--- src/rtl/core/tfdt_pkg.sv ---
`default_nettype none
package tfdt_pkg;

   localparam int SCREEN_WIDTH_DEF = 320;
   localparam int SCREEN_HEIGHT_DEF = 240;
   localparam int TEX_WIDTH_DEF = 256;
   localparam int TEX_HEIGHT_DEF = 256;

   localparam int CFG_W = 48;
   localparam int CFG_IDX_W = 3;
   localparam int REQ_DATA_W = 64;
   localparam int RSP_DATA_W = 64;

   localparam int A_W = 18;
   localparam int B_W = 40;
   localparam int PROD_W = A_W + B_W;
   localparam int ACC_W = 60;
   localparam int NUM_W = 60;
   localparam int DIV_W = 44;
   localparam int QUO_W = 16;
   localparam int STEP_W = 3;

   localparam logic signed [15:0] DEPTH_FAR = 16'sh7fff;

   typedef enum logic [2:0] {
      CFG_VA_POS, CFG_VB_POS, CFG_VC_POS, CFG_VA_UV, CFG_VB_UV, CFG_VC_UV
   } cfg_index_type;

   typedef enum logic [1:0] {
      REQ_LOAD, REQ_CLEAR, REQ_TEST, REQ_NONE
   } req_kind_type;

   typedef enum logic [2:0] {
      ST_DONE, ST_OUT_BOX, ST_OUT_TRI, ST_OCCLUDED, ST_WRITTEN
   } status_type;

   typedef enum logic [3:0] {
      MUL_NONE, MUL_E0X_E1Y, MUL_E0Y_E1X_N, MUL_DX_E1Y, MUL_DY_E1X_N,
      MUL_E0X_DY, MUL_E0Y_DX_N, MUL_AZ_NU, MUL_BZ_NV, MUL_CZ_NW,
      MUL_AU_NU, MUL_BU_NV, MUL_CU_NW, MUL_AV_NU, MUL_BV_NV, MUL_CV_NW
   } mul_sel_type;

   typedef enum logic [1:0] {
      ACC_HOLD, ACC_LOAD, ACC_ADD
   } acc_op_type;

   typedef enum logic [4:0] {
      OP_NONE, OP_TAKE, OP_LOAD_TEX, OP_CLEAR_DEPTH, OP_BOX, OP_CAP_DEN,
      OP_CAP_NV, OP_CAP_NW, OP_SIGN_FIX, OP_NU, OP_DIV_Z, OP_CAP_Z,
      OP_DEPTH_RD, OP_DEPTH_WR, OP_DIV_U, OP_CAP_U, OP_DIV_V, OP_CAP_V,
      OP_TEX_RD, OP_OUT
   } dp_op_type;

   typedef enum logic [4:0] {
      S_IDLE, S_DISPATCH, S_BOX, S_GEO, S_SIGNFIX, S_NU, S_TRI, S_ZMAC,
      S_ZDIV, S_DRD, S_DCMP, S_UMAC, S_UDIV, S_VMAC, S_VDIV, S_TRD, S_FIN
   } ctrl_state_type;

   typedef struct packed {
      dp_op_type   op;
      mul_sel_type mul;
      acc_op_type  acc;
      status_type  status;
   } cmd_type;

   typedef struct packed {
      logic [1:0] req;
      logic       box_out;
      logic       tri_out;
      logic       div_done;
      logic       occluded;
   } stat_type;

endpackage
`default_nettype wire

--- src/rtl/core/tfdt_ctrl.sv ---
`default_nettype none
module tfdt_ctrl (
   input  wire logic                clock,
   input  wire logic                reset,
   input  wire logic                req_tvalid,
   output logic                     req_tready,
   output logic                     rsp_tvalid,
   input  wire logic                rsp_tready,
   input  wire tfdt_pkg::stat_type  stat,
   output tfdt_pkg::cmd_type        cmd
);

   tfdt_pkg::ctrl_state_type state_ff, state_in;
   logic [tfdt_pkg::STEP_W-1:0] step_ff, step_in;
   tfdt_pkg::status_type status_ff, status_in;
   logic rsp_valid_ff, rsp_valid_in;

   tfdt_pkg::mul_sel_type m0, m1, m2;
   tfdt_pkg::dp_op_type   div_op;
   tfdt_pkg::ctrl_state_type div_state;

   always_ff @(posedge clock) begin
      if (reset) begin
         state_ff     <= tfdt_pkg::S_IDLE;
         step_ff      <= '0;
         status_ff    <= tfdt_pkg::ST_DONE;
         rsp_valid_ff <= 1'b0;
      end else begin
         state_ff     <= state_in;
         step_ff      <= step_in;
         status_ff    <= status_in;
         rsp_valid_ff <= rsp_valid_in;
      end
   end

   // operand sets for the three-term weighted sums
   always_comb begin
      m0 = tfdt_pkg::MUL_AZ_NU;
      m1 = tfdt_pkg::MUL_BZ_NV;
      m2 = tfdt_pkg::MUL_CZ_NW;
      div_op = tfdt_pkg::OP_DIV_Z;
      div_state = tfdt_pkg::S_ZDIV;
      case (state_ff)
         tfdt_pkg::S_UMAC: begin
            m0 = tfdt_pkg::MUL_AU_NU;
            m1 = tfdt_pkg::MUL_BU_NV;
            m2 = tfdt_pkg::MUL_CU_NW;
            div_op = tfdt_pkg::OP_DIV_U;
            div_state = tfdt_pkg::S_UDIV;
         end
         tfdt_pkg::S_VMAC: begin
            m0 = tfdt_pkg::MUL_AV_NU;
            m1 = tfdt_pkg::MUL_BV_NV;
            m2 = tfdt_pkg::MUL_CV_NW;
            div_op = tfdt_pkg::OP_DIV_V;
            div_state = tfdt_pkg::S_VDIV;
         end
         default: begin
         end
      endcase
   end

   always_comb begin
      state_in = state_ff;
      step_in = step_ff;
      status_in = status_ff;
      rsp_valid_in = rsp_valid_ff;
      req_tready = 1'b0;
      cmd.op = tfdt_pkg::OP_NONE;
      cmd.mul = tfdt_pkg::MUL_NONE;
      cmd.acc = tfdt_pkg::ACC_HOLD;
      cmd.status = status_ff;

      if (rsp_tready) begin
         rsp_valid_in = 1'b0;
      end

      case (state_ff)
         tfdt_pkg::S_IDLE: begin
            req_tready = 1'b1;
            if (req_tvalid) begin
               cmd.op = tfdt_pkg::OP_TAKE;
               state_in = tfdt_pkg::S_DISPATCH;
            end
         end
         tfdt_pkg::S_DISPATCH: begin
            status_in = tfdt_pkg::ST_DONE;
            state_in = tfdt_pkg::S_FIN;
            case (stat.req)
               tfdt_pkg::REQ_LOAD:  cmd.op = tfdt_pkg::OP_LOAD_TEX;
               tfdt_pkg::REQ_CLEAR: cmd.op = tfdt_pkg::OP_CLEAR_DEPTH;
               tfdt_pkg::REQ_TEST:  state_in = tfdt_pkg::S_BOX;
               default: begin
               end
            endcase
         end
         tfdt_pkg::S_BOX: begin
            cmd.op = tfdt_pkg::OP_BOX;
            step_in = '0;
            if (stat.box_out) begin
               status_in = tfdt_pkg::ST_OUT_BOX;
               state_in = tfdt_pkg::S_FIN;
            end else begin
               state_in = tfdt_pkg::S_GEO;
            end
         end
         tfdt_pkg::S_GEO: begin
            step_in = step_ff + 1'b1;
            case (step_ff)
               3'd0: cmd.mul = tfdt_pkg::MUL_E0X_E1Y;
               3'd1: begin
                  cmd.mul = tfdt_pkg::MUL_E0Y_E1X_N;
                  cmd.acc = tfdt_pkg::ACC_LOAD;
               end
               3'd2: begin
                  cmd.mul = tfdt_pkg::MUL_DX_E1Y;
                  cmd.acc = tfdt_pkg::ACC_ADD;
               end
               3'd3: begin
                  cmd.mul = tfdt_pkg::MUL_DY_E1X_N;
                  cmd.acc = tfdt_pkg::ACC_LOAD;
                  cmd.op = tfdt_pkg::OP_CAP_DEN;
               end
               3'd4: begin
                  cmd.mul = tfdt_pkg::MUL_E0X_DY;
                  cmd.acc = tfdt_pkg::ACC_ADD;
               end
               3'd5: begin
                  cmd.mul = tfdt_pkg::MUL_E0Y_DX_N;
                  cmd.acc = tfdt_pkg::ACC_LOAD;
                  cmd.op = tfdt_pkg::OP_CAP_NV;
               end
               3'd6: cmd.acc = tfdt_pkg::ACC_ADD;
               default: begin
                  cmd.op = tfdt_pkg::OP_CAP_NW;
                  step_in = '0;
                  state_in = tfdt_pkg::S_SIGNFIX;
               end
            endcase
         end
         tfdt_pkg::S_SIGNFIX: begin
            cmd.op = tfdt_pkg::OP_SIGN_FIX;
            state_in = tfdt_pkg::S_NU;
         end
         tfdt_pkg::S_NU: begin
            cmd.op = tfdt_pkg::OP_NU;
            state_in = tfdt_pkg::S_TRI;
         end
         tfdt_pkg::S_TRI: begin
            step_in = '0;
            if (stat.tri_out) begin
               status_in = tfdt_pkg::ST_OUT_TRI;
               state_in = tfdt_pkg::S_FIN;
            end else begin
               state_in = tfdt_pkg::S_ZMAC;
            end
         end
         tfdt_pkg::S_ZMAC, tfdt_pkg::S_UMAC, tfdt_pkg::S_VMAC: begin
            step_in = step_ff + 1'b1;
            case (step_ff)
               3'd0: cmd.mul = m0;
               3'd1: begin
                  cmd.mul = m1;
                  cmd.acc = tfdt_pkg::ACC_LOAD;
               end
               3'd2: begin
                  cmd.mul = m2;
                  cmd.acc = tfdt_pkg::ACC_ADD;
               end
               3'd3: cmd.acc = tfdt_pkg::ACC_ADD;
               default: begin
                  cmd.op = div_op;
                  step_in = '0;
                  state_in = div_state;
               end
            endcase
         end
         tfdt_pkg::S_ZDIV: begin
            if (stat.div_done) begin
               cmd.op = tfdt_pkg::OP_CAP_Z;
               state_in = tfdt_pkg::S_DRD;
            end
         end
         tfdt_pkg::S_DRD: begin
            cmd.op = tfdt_pkg::OP_DEPTH_RD;
            state_in = tfdt_pkg::S_DCMP;
         end
         tfdt_pkg::S_DCMP: begin
            if (stat.occluded) begin
               status_in = tfdt_pkg::ST_OCCLUDED;
               state_in = tfdt_pkg::S_FIN;
            end else begin
               cmd.op = tfdt_pkg::OP_DEPTH_WR;
               step_in = '0;
               state_in = tfdt_pkg::S_UMAC;
            end
         end
         tfdt_pkg::S_UDIV: begin
            if (stat.div_done) begin
               cmd.op = tfdt_pkg::OP_CAP_U;
               step_in = '0;
               state_in = tfdt_pkg::S_VMAC;
            end
         end
         tfdt_pkg::S_VDIV: begin
            if (stat.div_done) begin
               cmd.op = tfdt_pkg::OP_CAP_V;
               state_in = tfdt_pkg::S_TRD;
            end
         end
         tfdt_pkg::S_TRD: begin
            cmd.op = tfdt_pkg::OP_TEX_RD;
            status_in = tfdt_pkg::ST_WRITTEN;
            state_in = tfdt_pkg::S_FIN;
         end
         tfdt_pkg::S_FIN: begin
            if (!rsp_valid_ff || rsp_tready) begin
               cmd.op = tfdt_pkg::OP_OUT;
               rsp_valid_in = 1'b1;
               state_in = tfdt_pkg::S_IDLE;
            end
         end
         default: state_in = tfdt_pkg::S_IDLE;
      endcase
   end

   assign rsp_tvalid = rsp_valid_ff;

endmodule
`default_nettype wire

--- config.mk ---
export PLATFORM = sky130hd
export DESIGN_NAME = tfdt_ctrl
export DESIGN_NICKNAME = d
export VERILOG_FILES = /design/src/rtl/core/tfdt_pkg.sv /design/src/rtl/core/tfdt_ctrl.sv
export SDC_FILE = /design/constraint.sdc
export NUM_CORES = 1
export LEC_CHECK = 0
export ABC_CLOCK_PERIOD_IN_PS = 5500
export CORE_MARGIN = 3
export CORE_UTILIZATION = 60
export DETAILED_ROUTE_END_ITERATION = 10
export DONT_BUFFER_PORTS = 1
export PLACE_DENSITY = 0.84
export SYNTH_ARGS = -nofsm -noshare
export SYNTH_HDL_FRONTEND = slang
export SYNTH_SLANG_ARGS = --single-unit
--- constraint.sdc ---
create_clock -name clock -period 5.5 [get_ports clock]
set_input_delay 0.825 -clock clock [delete_from_list [all_inputs] [get_ports clock]]
set_output_delay 0.825 -clock clock [all_outputs]
set_load 0.05 [all_outputs]
# Yosys cells after proc, flatten, opt, wreduce, memory -nomap -nowiden
# Index checks and enable logic that the tools add are counted.
# op_classes
n_eq_ne,35
n_reduce_logical,18
n_addsub,1
muxes,45
# ops
op,count
one-hot mux 5 bit (15 select lines),1
two-way mux 5 bit,14
one-hot mux 5 bit (14 select lines),1
== test 5 x 4 -> 1 bit (second input constant),8
one-hot mux 3 bit (5 select lines),2
!= test 2 bit (second input constant),11
two-way mux 3 bit,7
== test 5 x 3 -> 1 bit (second input constant),4
one-hot mux 3 bit (2 select lines),3
one-hot mux 3 bit (6 select lines),1
two-way mux 4 bit,3
one-hot mux 2 bit (2 select lines),3
one-hot mux 4 bit (3 select lines),1
one-hot mux 6 bit (2 select lines),1
== test 5 x 2 -> 1 bit (second input constant),2
one-hot mux 5 bit (2 select lines),1
nonzero test 5 bit,2
== test 3 bit (second input constant),3
one-hot mux 3 bit (3 select lines),1
OR reduction 3 bit,3
one-hot mux 4 bit (2 select lines),1
AND reduction 7 bit,1
OR reduction 7 bit,1
== test 3 x 2 -> 1 bit (second input constant),2
17 further kinds,22
# word_totals
ff_bits,12
elab_cells,103
out_inout_bits,16

# Logic depth before layout (Yosys ltp)
# depth
depth_word,4
depth_mapped,8

# Worst setup path before layout
# Ideal clock, no wire load.
# synth_timing
path_type,reg2out
startpoint,register state_ff[3]
endpoint,output cmd[7] in the netlist's numbering
path_stages_with_launch,5
arrival_time_ps,2528
setup_slack_ps,2147
path_cell_list,dfxtp_1 -> buf_2 -> buf_2 -> buf_1 -> o41ai_1
# synth_lines
element,line_no,source
"start, declared",tfdt_ctrl.sv:13,"tfdt_pkg::ctrl_state_type state_ff, state_in;"
"start signal, assigned",tfdt_ctrl.sv:24,state_ff <= tfdt_pkg::S_IDLE;
"start signal, assigned",tfdt_ctrl.sv:29,state_ff <= state_in;
"end, declared",tfdt_ctrl.sv:10,output tfdt_pkg::cmd_type cmd

==> results.yml <==
floorplan:
  die_h_um: 55.7
  design.core.area_sq_um: 2280
  die_area_sq_um: 3100
  start_util_pct: 65.1
  placementRows: 17
  die_w_um: 55.7
  ios: 26
timing:
  maxSlewViolCount: 0
  fin_crit_sh_pct: 71.1
  fin_ws_ps: 1590
  fin_setup_tns_ps: 0
  rsz0062_at_grt: "false"
  slew_headroom_pct: 25.2
  fmax_ghz: 0.256
  hold_violations: 0
  worst_pin_slew_ps: 1120
  fin_skew_ps: 4.69
  setup_violations: 0
  fin_crit_ps: 3910
placement:
  port_buffers: 0
  place_ws_ps: 1970
  dp_hpwl_um: 2900
  gp_congestion: 0.944
logic_synthesis:
  synthFlopType: "dfxtp_1"
  syn_avg_cell_area_sq_um: 7.05
  ys_seq_area_share_pct: 16.2
  syn_inst: 210
  ys_top_cells_by_area: "dfxtp_1 (16%), nor2_1 (6.3%), nor2b_1 (4.6%)"
  netlist_area_sq_um: 1480
  yosys.cell_types.count: 51
  synth_warnings: 0
  postSynthRegisterBits: 12
  synth_edf_count: 0
  yosysTopAreaCellShare_pct: 16.2
  synthesis.nets: 225
  yosys.area.top_type: "dfxtp_1"
  synthArstFlopShare_pct: 0
drt:
  vias: 1596
  routed_wl_um: 3920
  ant_nets: 0
  drt-vias-per-instance: 7.06
  post-route-drc-count: 0
  dr.pass1.iters: 5
  detail_route.wl_per_cell_um: 17.3
  drt_iter0_markers: 149
power:
  p_per_area_nw_per_um2: 290
  p_total_mw: 0.430
  peakVddDrop_mv: 0.233
  p_leak_nw: 0.503
worst_setup_path:
  crit_slowest_cell: "dfxtp_1"
  critPathCaptureType: "output port"
  required_ps: 4680
  critPathMaxFanout: 27
  path_class: "flop to output port"
  regToRegSetupSlack_ps: 3110
  path_cells: "nand2b_1, nor3_1, a22oi_1, o21ai_1"
  cp-start-kind: "flop"
  max_stage_delay_ps: 870
  cp.arrival_ps: 3080
clock_tree:
  clock_latency_ps: 280
  numClockSinks: 12
  cts_max_level: 1
  clk_pin_slew_ps: 80
  cts_buffers: 3
  cts_resized: 0
  clockBufferDepth: 2
  tritoncts: "done"
  clock-root-buffer: "clkbuf_4"
  hold_buffers: 0
  post-cts-setup-buffers: 0
cells_and_area:
  area_delta_synth_final_pct: -0.0844
  n_fill_cell: 178
  drive_gt1_share_pct: 7.58
  regArea_sq_um: 240
  mostFrequentLayoutCells: "nor2_1 (25), nand2_1 (17), a21oi_1 (13)"
  fin_nets: 214
  multi_input_area_sq_um: 1130
  layout_commonest_cell: "nor2_1"
  antenna_cells: 0
grt:
  grtUsageTotal_pct: 25.6
  first_global_vias: 1409
  antenna_found_initial: 0
  grt_pass1_wl_um: 6600
  grt_overflow: 0
  grt_max_degree: 30
status:
  status: "finished, final reports clean"
run:
  drv_cap: 0
min_path:
  hold_class: "flop to flop"
==> layout make-up <==
class                   instances  share of cell area, %
multi-input cells             172                   76.2
flip-flops and latches         12                   16.2
clock buffers                   4                   2.45
well taps                      28                   2.37
inverters                       9                   2.28
repair buffers                  1                  0.507
==> metrics by stage <==
step,hold slack (ps),cells,utilization (%),area (sq um)
floorplan,509,210,-,1480
global placement,534,222,63.4,1440
detailed placement,560,222,63.4,1440
CTS,571,226,65.0,1480
global route,587,226,65.0,1480
finish,572,226,65.0,1480
==> critical path: cells and delay by family, from the launching register on <==
kind,cells,cell delay (ps)
compound gates,2,920
flops,1,870
simple gates,2,1010
==> kinds of logic (layout without fill, tap and decap cells) <==
group,Yosys count,after routing,synth area share [%]
AOI/OAI and AO/OA,70,70,36.2
xor gates and xnor gates,2,2,1.18
adders and majority gates,5,5,4.22
buffers and inverters,26,14,8.53
DFF,12,12,16.2
muxes,1,1,0.676
and+or+nand+nor,94,94,33.0
==> registers in the layout, summed over array words and instances, names as in the netlist <==
register,cells
rsp_tvalid,1
state_ff,5
status_ff,3
step_ff,3
==> report_power, final <==
| part | total, mW | internal (mW) | switching [mW] |
|---|---|---|---|
| Sequential | 0.138 | 0.0949 | 0.0430 |
| Clock | 0.0707 | 0.0403 | 0.0304 |
| Combinational | 0.221 | 0.0680 | 0.153 |
| Total | 0.430 | 0.203 | 0.226 |
==> routing by layer <==
layer	GRT usage, %	up-vias	routed length [um]
li1	-	756	-
met1	34.8	734	1710
met2	38.3	99	1760
met3	6.50	7	393
met4	10.1	0	54
met5	0	-	0
==> worst paths after layout <==
kind,startpoint,end,cells after the start
setup / recovery,state_ff[1],cmd[3],4
hold / removal,step_ff[1],step_ff[1],2
setup reg to reg,step_ff[0],state_ff[1],7
hold reg to reg,step_ff[1],step_ff[1],2
==> synthesized netlist by cell type, drive strengths merged (5+ instances only) <==
cell / count
nand2: 17
buf: 10
nor2: 25
nand2b: 8
a31oi: 5
a21o: 5
nor2b: 11
nor3: 11
clkbuf: 7
inv: 9
a21oi: 13
dfxtp: 12
o21ai: 13
ha: 5
Note: power is estimated with default switching activity, not from simulation.
